<file path="src/hnm_pkg.sv">
package hnm_pkg;

    localparam int MAX_SIDE    = 64;
    localparam int COORD_W     = $clog2(MAX_SIDE);
    localparam int SIDE_W      = COORD_W + 1;
    localparam int ADDR_W      = 2 * COORD_W;
    localparam int HEIGHT_W    = 16;
    localparam int STRENGTH_W  = 12;
    localparam int CODE_W      = 8;
    localparam int CFG_IDX_W   = 2;
    localparam int CFG_DATA_W  = 12;

    localparam logic [SIDE_W-1:0]     SIDE_MIN       = SIDE_W'(2);
    localparam logic [SIDE_W-1:0]     SIDE_MAX       = SIDE_W'(MAX_SIDE);
    localparam logic [SIDE_W-1:0]     SIDE_RESET     = SIDE_W'(64);
    localparam logic [STRENGTH_W-1:0] STRENGTH_RESET = STRENGTH_W'(1536);

    // arithmetic widths
    localparam int DIFF_W     = HEIGHT_W + 1;
    localparam int PROD_W     = DIFF_W + STRENGTH_W + 1;
    localparam int MAG_W      = PROD_W - 2;
    localparam int SQ_W       = 2 * MAG_W + 2;
    localparam int ROOT_STEPS = SQ_W / 2;
    localparam int ROOT_W     = ROOT_STEPS;
    localparam int NUM_W      = 40;
    localparam int Q_STEPS    = 9;
    localparam int Q_W        = Q_STEPS;

    localparam logic [SQ_W-1:0]          LEN_BIAS = SQ_W'(1) << 44;
    localparam logic signed [PROD_W-1:0] ONE_Q22  = PROD_W'(1) << 22;
    localparam logic [Q_W-1:0]           CODE_MAX = Q_W'(255);

    localparam int QUEUE_DEPTH = 4;
    localparam int QPTR_W      = $clog2(QUEUE_DEPTH);
    localparam int QCNT_W      = QPTR_W + 1;
    localparam int OUT_DEPTH   = 16;
    localparam int OPTR_W      = $clog2(OUT_DEPTH);
    localparam int OCNT_W      = OPTR_W + 1;

    localparam int NB_COUNT = 4;
    localparam int NB_W     = $clog2(NB_COUNT);
    localparam logic [NB_W-1:0] NB_XN = NB_W'(0);
    localparam logic [NB_W-1:0] NB_XP = NB_W'(1);
    localparam logic [NB_W-1:0] NB_YN = NB_W'(2);
    localparam logic [NB_W-1:0] NB_YP = NB_W'(3);

    typedef enum logic {
        REQ_STORE = 1'b0,
        REQ_READ  = 1'b1
    } t_req;

    typedef enum logic [CFG_IDX_W-1:0] {
        CFG_TILE_SIDE     = 2'd0,
        CFG_BUMP_STRENGTH = 2'd1
    } t_cfg_idx;

    typedef struct packed {
        t_req                               req;
        logic [NB_COUNT-1:0][ADDR_W-1:0]    addr;
        logic [HEIGHT_W-1:0]                height;
    } t_cmd;

    typedef struct packed {
        logic [CODE_W-1:0] x;
        logic [CODE_W-1:0] y;
        logic [CODE_W-1:0] z;
    } t_normal;

endpackage

</file>
<file path="src/hnm_cmd_queue.sv">
module hnm_cmd_queue (
    input  logic          i_clk,
    input  logic          i_rst_n,
    input  hnm_pkg::t_cmd i_cmd,
    input  logic          i_valid,
    output logic          o_ready,
    output hnm_pkg::t_cmd o_cmd,
    output logic          o_valid,
    input  logic          i_ready
);
    import hnm_pkg::*;

    t_cmd              r_q [0:QUEUE_DEPTH-1];
    logic [QPTR_W-1:0] r_wr, r_rd;
    logic [QCNT_W-1:0] r_cnt;
    logic              wr_en, rd_en;

    assign o_ready = r_cnt != QCNT_W'(QUEUE_DEPTH);
    assign o_valid = r_cnt != '0;
    assign o_cmd   = r_q[r_rd];
    assign wr_en   = i_valid && o_ready;
    assign rd_en   = o_valid && i_ready;

    always_ff @(posedge i_clk) begin
        if (!i_rst_n) begin
            r_wr  <= '0;
            r_rd  <= '0;
            r_cnt <= '0;
        end else begin
            if (wr_en) begin
                r_wr <= r_wr + QPTR_W'(1);
            end
            if (rd_en) begin
                r_rd <= r_rd + QPTR_W'(1);
            end
            r_cnt <= r_cnt + QCNT_W'(wr_en) - QCNT_W'(rd_en);
        end
    end

    always_ff @(posedge i_clk) begin
        if (wr_en) begin
            r_q[r_wr] <= i_cmd;
        end
    end

    a_no_overrun: assert property (@(posedge i_clk) disable iff (!i_rst_n)
        r_cnt == QCNT_W'(QUEUE_DEPTH) |=> r_cnt == QCNT_W'(QUEUE_DEPTH) || $past(rd_en))
        else $error("command queue overrun");

endmodule

</file>
<file path="config.mk">
export PLATFORM = sky130hd
export DESIGN_NAME = hnm_cmd_queue
export DESIGN_NICKNAME = d
export VERILOG_FILES = /design/src/hnm_pkg.sv /design/src/hnm_cmd_queue.sv
export SDC_FILE = /design/constraint.sdc
export NUM_CORES = 1
export LEC_CHECK = 0
export BUFFER_PORTS_ARGS = -buffer_cell sky130_fd_sc_hd__buf_2
export CORE_AREA = 2 2 131 133
export DETAILED_ROUTE_END_ITERATION = 7
export DIE_AREA = 0 0 133 135
export PLACE_DENSITY = 0.89
export REMOVE_ABC_BUFFERS = 1
export SYNTH_ARGS = -nofsm -noshare
export SYNTH_HDL_FRONTEND = slang
export SYNTH_SLANG_ARGS = --single-unit
</file>
<file path="constraint.sdc">
create_clock -name i_clk -period 6.2 [get_ports i_clk]
set_clock_uncertainty 0.1 [all_clocks]
set_input_delay 0.93 -clock i_clk [delete_from_list [all_inputs] [get_ports i_clk]]
set_output_delay 0.93 -clock i_clk [all_outputs]
set_load 0.02 [all_outputs]
</file>
==> impl_metrics.csv <==
group,metric,value,unit
setup_path,timing.rr.end,"r_cnt[2]$_SDFF_PN0_",
routing,ant_nets,0,
cts,numCtsBuffers,27,
setup_path,crit_end,"o_cmd[42]",
logic_synthesis,syn_area_per_cell,25.6,µm²
setup_path,ff2ff_path_depth,11,
floorplanning,start_util,0.603,
routing,vias,4438,
logic_synthesis,ys_seq_area_frac,0.807,
floorplanning,ios,136,
sta,finalHoldViolations,0,
setup_path,crit_fanout,37,
global_route,gr-total-overflow,0,
logic_synthesis,synth_area_leaders,"edfxtp_1 79%, mux4_2 15%, dfxtp_1 1.8%",
routing,first_iter_violations,299,
setup_path,critPathKind,"flop to output port",
sta,slew_violations,0,
min_path,holdCritPathClass,"flop to flop",
place,dp_hpwl,9770,µm
setup_path,crit_required,5.17,ns
cts,path_clk_slew,0.06,ns
global_route,grt_pass1_vias,4825,
cts,cts_setup_buffers,0,
routing,wl_met3,1400,µm
setup_path,critPathArrivalTime,2.77,ns
place,port_buffers,135,
cts,cts_root_buffer,"clkbuf_16",
routing,highest_layer,"met4",
logic_synthesis,yosysTopAreaCellShare,0.789,
floorplanning,core_area,16400,µm²
run,cap_violations,0,
cts,cts_htree_levels,1,
sta,rsz0062_at_grt,"no",
floorplanning,die_w,133,µm
global_route,antenna_found_initial,2,
cells_and_area,area.growth.synth_to_final,17.0,%
place,gp_congestion,0.710,
routing,drt-met1-wl,6660,µm
cells_and_area,drive_above_1_share,0.445,
run_status,status,"complete, no violations",
sta,tightest_slew,1.00,ns
routing,dr.pass1.iters,4,
cells_and_area,final_nets,613,
floorplanning,placementRows,47,
routing,routed_via_density,5.70,
logic_synthesis,yosysWarnings,0,
cts,clock_sink_count,269,
logic_synthesis,synth.largest_area_cell,"edfxtp_1",
global_route,grt_first_pass_wirelength,26600,µm
sta,fmax,263,MHz
floorplanning,die_h,135,µm
sta,setup_violations,0,
sta,setup_ws,2.40,ns
cells_and_area,final_cell_mix,"260 x edfxtp_1, 135 x buf_2, 65 x mux4_2",
sta,post-route-period-util,0.613,
setup_path,rrSetupSlack,3.41,ns
place,place_ws,2.82,ns
global_route,grt_max_degree,66,
logic_synthesis,synthesis.area,9890,µm²
routing,drc,0,
logic_synthesis,ys_types,21,
sta,relSlewSlack,0.331,
cts,cts_max_path_buffers,3,
setup_path,r2r-start,"r_cnt[1]$_SDFF_PN0_",
sta,tns,0,ns
sta,hold_slack,0.408,ns
pwr,power.density,429,nW/µm²
global_route,track_usage,0.196,
cells_and_area,layout_commonest_cell,"edfxtp_1",
cts,cts_tree,"built",
cts,insertion_delay,0.52,ns
pwr,ir_drop,343,µV
sta,fin_crit,3.80,ns
setup_path,cp-end-kind,"output port",
routing,wl_per_cell,22.2,µm
floorplanning,die_area,18000,µm²
pwr,p_leak,3.90,nW
routing,routed_wl,17300,µm
logic_synthesis,netlist_instances,387,
logic_synthesis,ys_ff_latch,269,
pwr,p_total,4.96,mW
setup_path,start_kind,"flop",
routing,met2_length,9050,µm
cts,cts_hold_buf,0,
cts,cts_resized,0,
## per-stage QoR
step,instance area [µm²],utilization,std cells
after floorplan,9740,-,372
after global placement,10700,0.653,728
after detailed placement,10700,0.653,728
after CTS,11600,0.705,777
after global routing,11600,0.705,778
final,11600,0.705,779
## how the worst min path moves through the flow
stage	start	end	slack [ns]	cells after the start
6_report	r_wr[0]$_SDFFE_PN0P_	r_wr[0]$_SDFFE_PN0P_	0.41	2
5_1_grt	r_wr[0]$_SDFFE_PN0P_	r_wr[0]$_SDFFE_PN0P_	0.44	2
4_1_cts	r_wr[0]$_SDFFE_PN0P_	r_wr[0]$_SDFFE_PN0P_	0.41	2
3_5_place_dp	r_wr[0]$_SDFFE_PN0P_	r_wr[0]$_SDFFE_PN0P_	0.40	2
3_3_place_gp	r_wr[1]$_SDFFE_PN0P_	r_wr[1]$_SDFFE_PN0P_	0.38	2
2_1_floorplan	r_wr[1]$_SDFFE_PN0P_	r_wr[1]$_SDFFE_PN0P_	0.37	2
## flip-flops by register name, indices dropped and copies added (netlist names), named ones only
name	cells
r_rd	2
r_cnt	3
r_q	260
r_wr	2
## where the power goes
group	total, mW	internal, mW	switching (mW)
Clock	1.54	0.914	0.627
Sequential	2.34	2.21	0.130
Combinational	1.08	0.476	0.608
Total	4.96	3.60	1.36
## critical path, cell delays in order (launching register included)
cell,delay (ns)
dfxtp_4,0.73
buf_4,0.70
mux4_2,0.61
buf_2,0.18
## synthesized netlist by cell type
| library cell | n |
|---|---|
| fa_1 | 1 |
| buf_4 | 1 |
| buf_6 | 1 |
| mux4_2 | 65 |
| edfxtp_1 | 260 |
| nor2b_1 | 3 |
| nor2_1 | 1 |
| a21boi_1 | 1 |
| inv_1 | 5 |
| buf_2 | 6 |
| buf_12 | 5 |
| mux2i_1 | 2 |
| nand2_1 | 5 |
| ha_1 | 6 |
| and2_1 | 7 |
| dfxtp_1 | 9 |
| o311ai_1 | 1 |
| or3_1 | 1 |
| o31a_1 | 1 |
| xnor2_1 | 4 |
| clkbuf_1 | 2 |
## cell type report
type,instances,area (µm²)
clock inverter,15,123
timing repair buffer,136,683
fill,963,4830
tap,220,275
multi-input combinational,98,1740
antenna,2,5.00
inverter,5,18.8
clock buffer,34,732
sequential,269,8000
## per-layer routing
metal / global-route usage / vias up
met3: 0.0522 / 22
li1: - / 1953
met5: 0 / -
met1: 0.248 / 2294
met2: 0.341 / 169
met4: 0.0532 / 0
## cells by family after synthesis
| logic type | share of synthesized area |
|---|---|
| fa+ha+maj | 0.00961 |
| flops | 0.807 |
| compound gates | 0.00253 |
| mux | 0.150 |
| xor+xnor | 0.00354 |
| buf+inv | 0.0177 |
| simple gates | 0.00923 |
Note: power is estimated with default switching activity, not from simulation.
