[config.mk]
export PLATFORM = sky130hd
export DESIGN_NAME = hnm_front
export DESIGN_NICKNAME = d
export VERILOG_FILES = /design/src/hnm_pkg.sv /design/src/hnm_front.sv
export SDC_FILE = /design/constraint.sdc
export NUM_CORES = 1
export LEC_CHECK = 0
export BUFFER_PORTS_ARGS = -buffer_cell sky130_fd_sc_hd__buf_4
export CAP_MARGIN = 25
export CORE_ASPECT_RATIO = 0.6
export CORE_MARGIN = 2
export CORE_UTILIZATION = 35
export CTS_CLUSTER_SIZE = 40
export DETAILED_ROUTE_END_ITERATION = 12
export PLACE_DENSITY = 0.65
export SETUP_SLACK_MARGIN = 0.15
export SLEW_MARGIN = 0
export SYNTH_ARGS = -nofsm -noshare
export SYNTH_HDL_FRONTEND = slang
export SYNTH_SLANG_ARGS = --single-unit
[constraint.sdc]
create_clock -name i_clk -period 7.2 [get_ports i_clk]
set_clock_uncertainty 0.15 [all_clocks]
set_input_delay 0.72 -clock i_clk [delete_from_list [all_inputs] [get_ports i_clk]]
set_output_delay 0.72 -clock i_clk [all_outputs]
set_load 0.005 [all_outputs]
[src/hnm_pkg.sv]
package hnm_pkg;

    localparam int MAX_SIDE    = 64;
    localparam int COORD_W     = $clog2(MAX_SIDE);
    localparam int SIDE_W      = COORD_W + 1;
    localparam int ADDR_W      = 2 * COORD_W;
    localparam int HEIGHT_W    = 16;
    localparam int STRENGTH_W  = 12;
    localparam int CODE_W      = 8;
    localparam int CFG_IDX_W   = 2;
    localparam int CFG_DATA_W  = 12;

    localparam logic [SIDE_W-1:0]     SIDE_MIN       = SIDE_W'(2);
    localparam logic [SIDE_W-1:0]     SIDE_MAX       = SIDE_W'(MAX_SIDE);
    localparam logic [SIDE_W-1:0]     SIDE_RESET     = SIDE_W'(64);
    localparam logic [STRENGTH_W-1:0] STRENGTH_RESET = STRENGTH_W'(1536);

    // arithmetic widths
    localparam int DIFF_W     = HEIGHT_W + 1;
    localparam int PROD_W     = DIFF_W + STRENGTH_W + 1;
    localparam int MAG_W      = PROD_W - 2;
    localparam int SQ_W       = 2 * MAG_W + 2;
    localparam int ROOT_STEPS = SQ_W / 2;
    localparam int ROOT_W     = ROOT_STEPS;
    localparam int NUM_W      = 40;
    localparam int Q_STEPS    = 9;
    localparam int Q_W        = Q_STEPS;

    localparam logic [SQ_W-1:0]          LEN_BIAS = SQ_W'(1) << 44;
    localparam logic signed [PROD_W-1:0] ONE_Q22  = PROD_W'(1) << 22;
    localparam logic [Q_W-1:0]           CODE_MAX = Q_W'(255);

    localparam int QUEUE_DEPTH = 4;
    localparam int QPTR_W      = $clog2(QUEUE_DEPTH);
    localparam int QCNT_W      = QPTR_W + 1;
    localparam int OUT_DEPTH   = 16;
    localparam int OPTR_W      = $clog2(OUT_DEPTH);
    localparam int OCNT_W      = OPTR_W + 1;

    localparam int NB_COUNT = 4;
    localparam int NB_W     = $clog2(NB_COUNT);
    localparam logic [NB_W-1:0] NB_XN = NB_W'(0);
    localparam logic [NB_W-1:0] NB_XP = NB_W'(1);
    localparam logic [NB_W-1:0] NB_YN = NB_W'(2);
    localparam logic [NB_W-1:0] NB_YP = NB_W'(3);

    typedef enum logic {
        REQ_STORE = 1'b0,
        REQ_READ  = 1'b1
    } t_req;

    typedef enum logic [CFG_IDX_W-1:0] {
        CFG_TILE_SIDE     = 2'd0,
        CFG_BUMP_STRENGTH = 2'd1
    } t_cfg_idx;

    typedef struct packed {
        t_req                               req;
        logic [NB_COUNT-1:0][ADDR_W-1:0]    addr;
        logic [HEIGHT_W-1:0]                height;
    } t_cmd;

    typedef struct packed {
        logic [CODE_W-1:0] x;
        logic [CODE_W-1:0] y;
        logic [CODE_W-1:0] z;
    } t_normal;

endpackage

[src/hnm_front.sv]
module hnm_front (
    input  logic                          i_clk,
    input  logic                          i_rst_n,
    input  logic                          push,
    output logic                          full,
    input  hnm_pkg::t_req                 i_req_type,
    input  logic [hnm_pkg::COORD_W-1:0]   i_texel_x,
    input  logic [hnm_pkg::COORD_W-1:0]   i_texel_y,
    input  logic [hnm_pkg::HEIGHT_W-1:0]  i_height_sample,
    input  logic [hnm_pkg::SIDE_W-1:0]    i_tile_side,
    output hnm_pkg::t_cmd                 o_cmd,
    output logic                          o_cmd_valid,
    input  logic                          i_cmd_ready
);
    import hnm_pkg::*;

    logic [SIDE_W-1:0]  side;
    logic [SIDE_W-1:0]  last_w;
    logic [COORD_W-1:0] last;
    logic [COORD_W-1:0] x, y, xp, xn, yp, yn;
    logic               accept;
    t_cmd               n_cmd;
    t_cmd               r_cmd;
    logic               r_v;

    always_comb begin
        side = i_tile_side;
        if (side < SIDE_MIN) begin
            side = SIDE_MIN;
        end
        if (side > SIDE_MAX) begin
            side = SIDE_MAX;
        end
        last_w = side - SIDE_W'(1);
        last   = last_w[COORD_W-1:0];
        x  = (i_texel_x > last) ? last : i_texel_x;
        y  = (i_texel_y > last) ? last : i_texel_y;
        xp = (x == '0) ? last : x - COORD_W'(1);
        xn = (x == last) ? '0 : x + COORD_W'(1);
        yp = (y == '0) ? last : y - COORD_W'(1);
        yn = (y == last) ? '0 : y + COORD_W'(1);
        n_cmd.req    = i_req_type;
        n_cmd.height = i_height_sample;
        n_cmd.addr   = '0;
        if (i_req_type == REQ_STORE) begin
            n_cmd.addr[NB_XN] = {y, x};
        end else begin
            n_cmd.addr[NB_XN] = {y, xn};
            n_cmd.addr[NB_XP] = {y, xp};
            n_cmd.addr[NB_YN] = {yn, x};
            n_cmd.addr[NB_YP] = {yp, x};
        end
    end

    assign full        = r_v && !i_cmd_ready;
    assign accept      = push && !full;
    assign o_cmd       = r_cmd;
    assign o_cmd_valid = r_v;

    always_ff @(posedge i_clk) begin
        if (!i_rst_n) begin
            r_v <= 1'b0;
        end else if (accept) begin
            r_v <= 1'b1;
        end else if (i_cmd_ready) begin
            r_v <= 1'b0;
        end
    end

    always_ff @(posedge i_clk) begin
        if (accept) begin
            r_cmd <= n_cmd;
        end
    end

endmodule

==> flow_metrics.tcl, run 1 <==
set metrics [dict create \
    status "finished, final reports clean" \
    crit_fanout 14 \
    muxShareOfSynthArea_pct 4.44 \
    insertedDiodeCount 0 \
    synthSimpleGateAreaFrac_pct 14.9 \
    ys_types 58 \
    hold_buffers 0 \
    worstMarginPinSlew_ns 0.965 \
    cts_tree "yes" \
    grt_max_degree 60 \
    numCtsBuffers 9 \
    syn2layout_area_growth_pct 32.3 \
    synth_area_sq_mm 0.00355 \
    antenna_left 0 \
    yosys.area.top_type_share_pct 49.9 \
    ir_worst_vdd_v 0.000120 \
    grt_pass1_wl_microns 14700 \
    synth_edf_count 59 \
    finalNetCount 491 \
    swShare_pct 26.6 \
    io_buffers 106 \
    p_seq_share_pct 39.8 \
    detail_route.wl_per_cell_microns 16.7 \
    power.density_mw_per_mm2 232 \
    crit_slowest_cell "or4_1" \
    max_freq_ghz 0.165 \
    use_met2_pct 25.7 \
    synth_top_family_by_area "compound AO/OA/AOI/OAI gates" \
    die_w_microns 134 \
    synth_area_leaders "edfxtp_1, a21oi_1, ha_1" \
    yosysTopAreaCell "edfxtp_1" \
    fin_crit_sh_pct 84.4 \
    synth_area_per_cell_sq_um 10.4 \
    rsz0062_at_grt "false" \
    grt.overflow.total 0 \
    synth-xor-area-share_pct 3.70 \
    grt.busiest_layer "met2" \
    synthTopCellsByCount "edfxtp_1, nor2_1, a21oi_1" \
    endpoint_kind "flip-flop" \
    syn_nets 392 \
    setup_violations 0 \
    antenna_found_initial 0 \
    viasPerCell 5.23 \
    clk_latency_ns 0.31 \
    ys_warn_count 0 \
    final_max_slew_viol_count 0 \
    row_count 28 \
    clock-sinks 60 \
    drt_wl_total_microns 9650 \
    post_cts_buffers 0 \
    p_comb_share_pct 23.3 \
    place.gp.congestion 0.866 \
    hold_path_class "primary input to flip-flop" \
    grt_pass1_vias 2806 \
    cp.arrival_ns 6.05 \
    use_met1_pct 24.6 \
    clk_pin_slew_ns 0.05 \
    p_int_mw 0.801 \
    dpl.hpwl_microns 7240 \
    drive_above_1_share_pct 30.2 \
    core_sq_mm 0.00984 \
    io_pins 107 \
    start_util_pct 36.1 \
    vias 3029 \
    cts_root_buf "clkbuf_16" \
    drc 0 \
    grt_usage_pct 17.7 \
    drtPass1Iterations 5 \
    dieArea_sq_mm 0.0110 \
    cts_resized 0 \
    ys_async_sr_fraction_pct 0 \
    netSwitchingPower_mw 0.291 \
    path_cells "buf_4, or4_1, o21a_1, inv_2, ha_1, xor2_1, clkinv_1, ha_1, and3_1, nand4_1, a211oi_1, a211oi_1, nand2_1, a21oi_1, ha_1, nand2_1, o21ai_0, a21oi_1, o32ai_1" \
    start_kind "primary input" \
    finalHoldWorstSlack_ns 0.427 \
    die_height_microns 82.0 \
    drt_iter0_drc 275 \
    use_met3_pct 7.04 \
    synth_fa_ha_area_share_pct 4.23 \
    cpPeakStageDelay_ns 0.54 \
    yosysMostFrequentCell "edfxtp_1" \
    ys_seq_elements 60 \
    finalSetupTns_ns 0 \
    fin_crit_ns 6.07 \
    htree_num_levels 3 \
    worstSetupPathType "primary input to flip-flop" \
    p_leak_nw 1.94 \
    cts_buffer_depth 2 \
    maxCapViolations 0 \
    power_frac_clock_pct 36.9 \
    yosysSeqAreaShare_pct 50.5 \
    yosys_most_used_dff "edfxtp_1" \
    maxSlewHeadroom_pct 34.7 \
    synth_compound_gate_area_share_pct 16.5 \
    hold_viol 0 \
    required_ns 7.17 \
    cpMostUsedCell "ha_1" \
    power_mw 1.09 \
    syn_inst 340 \
]
==> cells in the final DEF (no fill, tap or decap), types with 11 or more instances in the layout <==
| master | synthesis | layout |
|---|---|---|
| ha_1 | 12 | 12 |
| a21oi_1 | 30 | 30 |
| nor2_1 | 33 | 33 |
| edfxtp_1 | 59 | 59 |
| inv_1 | 19 | 19 |
| nand2_1 | 20 | 20 |
| buf_4 | 6 | 107 |
| o21ai_0 | 18 | 18 |
| mux2i_1 | 11 | 11 |
| nor3_1 | 11 | 11 |
==> flip-flops by register name (all words and copies together), names as in the netlist <==
| signal | count |
|---|---|
| o_cmd_valid | 1 |
| o_cmd | 59 |
==> logic make-up after synthesis <==
logic type,count (synthesis)
muxes,15
AOI/OAI and AO/OA,91
adders and majority gates,12
and+or+nand+nor,105
buffers and inverters,42
DFF,60
xor gates and xnor gates,15
==> power by group through the flow <==
| stage | sequential (mW) | combinational (mW) | clock (mW) |
|---|---|---|---|
| 6_report | 0.434 | 0.254 | 0.403 |
| 5_1_grt | 0.438 | 0.280 | 0.432 |
| 4_1_cts | 0.435 | 0.253 | 0.416 |
| 3_5_place_dp | 0.441 | 0.252 | 0 |
| 3_3_place_gp | 0.441 | 0.250 | 0 |
| 2_1_floorplan | 0.445 | 0.143 | 0 |
==> per-layer routing <==
layer	share of wire, %	vias to the layer above
met5	0	-
met4	0.74	0
met3	10	8
met2	42	147
met1	48	1414
li1	-	1460
==> critical path, delay by kind of cell <==
kind                     cells  cell delay, ns
AO/OA/AOI/OAI                7            2.01
XOR/XNOR                     1            0.41
adder cells (fa/ha/maj)      3            0.92
buffers and inverters        3            0.67
AND/OR/NAND/NOR              5            1.32
==> area by class of cell <==
class	count	area, sq um
Tap cell	135	169
Clock buffer	11	233
Inverter	23	86.3
Timing Repair Buffer	107	803
Sequential cell	60	1790
Multi-Input combinational cell	238	1560
Fill cell	927	5150
Clock inverter	5	52.6
==> final timing paths <==
check	from	end	slack, ns	cells past startpoint
worst max-delay path	i_tile_side[2]	o_cmd[61]	1.13	19
worst min-delay path	i_height_sample[3]	o_cmd[3]	0.43	1
worst max register to register	o_cmd_valid	o_cmd[1]	5.46	3
worst min register to register	o_cmd_valid	o_cmd_valid	0.54	2
==> stage by stage <==
| stage | setup slack [ns] | instances | util [%] | instance area (sq um) |
|---|---|---|---|---|
| 2_1_floorplan | 1.74 | 340 | - | 3550 |
| 3_3_place_gp | 1.22 | 563 | 44.8 | 4410 |
| 3_5_place_dp | 0.887 | 563 | 44.8 | 4410 |
| 4_1_cts | 1.18 | 579 | 47.7 | 4700 |
| 5_1_grt | 0.775 | 579 | 47.7 | 4700 |
| 6_report | 1.13 | 579 | 47.7 | 4700 |
No activity file was read; power rests on OpenSTA's default activity.
==> inputs of run 2 (changes only) <==
clock period = 5.8 ns   (was 7.2 ns; I/O delays follow)
==> run 2 against run 1 <==
  * Cell area is 1.0% higher
  * Register-to-register slack worse by 1.4 ns
  * Sequential power up 24%
  * Routed wire length fell by 3.6%
  * Sequential share of layout area fell by 0.39 points
  * Die area unchanged
  * Utilization is 0.50 points higher
  * Sequential cell count stayed put
  * First-iteration DRC count fell by 32%
  * Critical path depth up 2
  * Setup slack lost 0.48 ns
  * Critical path type unchanged
  * Highest routed layer unchanged
==> flow_metrics.tcl, run 2 (same netlist as run 1, synthesis figures left out) <==
set metrics [dict create \
    dieArea_sq_mm 0.0110 \
    setup_violations 0 \
    power.density_mw_per_mm2 281 \
    power_frac_clock_pct 35.4 \
    core_sq_mm 0.00984 \
    cts_tree "yes" \
    cp.arrival_ns 5.05 \
    place.gp.congestion 0.868 \
    p_int_mw 0.984 \
    swShare_pct 26.3 \
    path_cells "buf_4, or4_1, o21a_1, inv_2, ha_1, xor2_1, clkinv_1, ha_1, and3_1, nand4_1, a211oi_1, a211oi_1, nand2_1, o21ai_0, inv_1, ha_1, nor2b_1, o21ai_0, o21ai_0, a21oi_1, o32ai_1" \
    grt_pass1_vias 2757 \
    worstSetupPathType "primary input to flip-flop" \
    insertedDiodeCount 0 \
    vias 3008 \
    hold_buffers 0 \
    finalHoldWorstSlack_ns 0.290 \
    start_util_pct 36.1 \
    dpl.hpwl_microns 7110 \
    worstMarginPinSlew_ns 0.962 \
    max_freq_ghz 0.194 \
    fin_crit_ns 5.15 \
    cp_num_buf_inv 4 \
    required_ns 5.70 \
    hold_path_class "primary input to flip-flop" \
    clk_latency_ns 0.31 \
    layout_common_cells "buf_4, edfxtp_1, nor2_1, a21oi_1, nand2_1" \
    cts_buffer_depth 2 \
    final_max_slew_viol_count 0 \
    hold_viol 0 \
    row_count 28 \
    rrSetupSlack_ns 4.09 \
    grt_max_degree 60 \
    power_mw 1.33 \
    p_seq_share_pct 40.4 \
    drive_above_1_share_pct 31.2 \
    syn2layout_area_growth_pct 33.7 \
    crit_slowest_cell "or4_1" \
    io_pins 107 \
    finalNetCount 499 \
    finalSetupTns_ns 0 \
    htree_num_levels 3 \
    numCtsBuffers 9 \
    io_buffers 106 \
    drtPass1Iterations 4 \
    cts_root_buf "clkbuf_16" \
    clk_pin_slew_ns 0.05 \
    rsz0062_at_grt "false" \
    grt_pass1_wl_microns 14400 \
    post_cts_buffers 0 \
    largest_register_ffs 59 \
    ir_worst_vdd_v 0.000208 \
    antenna_found_initial 0 \
    viasPerCell 5.12 \
    cts_resized 0 \
    cpPeakStageDelay_ns 0.54 \
    netSwitchingPower_mw 0.351 \
    drt_iter0_drc 186 \
    detail_route.wl_per_cell_microns 15.8 \
    endpoint_kind "flip-flop" \
    maxSlewHeadroom_pct 34.9 \
    start_kind "primary input" \
    path_delay_family "compound AO/OA/AOI/OAI gates" \
    crit_fanout 9 \
    final_common_cell "buf_4" \
    die_height_microns 82.0 \
    clock-sinks 60 \
    p_leak_nw 1.98 \
    p_comb_share_pct 24.2 \
    status "finished, final reports clean" \
    grt_usage_pct 17.1 \
    drt_wl_total_microns 9300 \
    grt.overflow.total 0 \
    fin_crit_sh_pct 88.8 \
    drc 0 \
    die_w_microns 134 \
    maxCapViolations 0 \
    antenna_left 0 \
]
## run 2: worst paths after layout
path,start,endpoint,cells past startpoint
setup reg to reg,o_cmd_valid,o_cmd[43],3
setup / recovery,i_tile_side[2],o_cmd[61],21
hold / removal,i_height_sample[8],o_cmd[8],1
hold reg to reg,o_cmd_valid,o_cmd_valid,2
## run 2: per-layer routing
metal / vias to the layer above / share of wire (%) / GRT usage, %
li1: 1477 / - / -
met4: 0 / 0.38 / 2.74
met2: 121 / 42 / 24.9
met1: 1404 / 48 / 24.8
met5: - / 0 / 0
met3: 6 / 9.9 / 5.99
## run 2: cell type report
cell class              count  area (sq um)
fillers                   911          5100
clock buffers              14           264
flip-flops and latches     60          1790
multi-input cells         238          1560
well taps                 135           169
clock inverters             2          10.0
repair buffers            115           863
inverters                  23          86.3
## run 2: power by group through the flow
stage / sequential [mW] / combinational, mW / clock (mW)
floorplan: 0.553 / 0.177 / 0
global placement: 0.546 / 0.321 / 0
detailed placement: 0.547 / 0.322 / 0
CTS: 0.540 / 0.324 / 0.485
global route: 0.543 / 0.358 / 0.504
finish: 0.539 / 0.323 / 0.472
## run 2: stage by stage
stage	setup WS [ns]	instances	instance area [sq um]	utilization (%)
6_report	0.651	587	4740	48.2
4_1_cts	0.689	587	4740	48.2
5_1_grt	0.205	587	4740	48.2
3_5_place_dp	0.366	571	4470	45.4
2_1_floorplan	0.477	340	3550	-
3_3_place_gp	0.556	571	4470	45.4
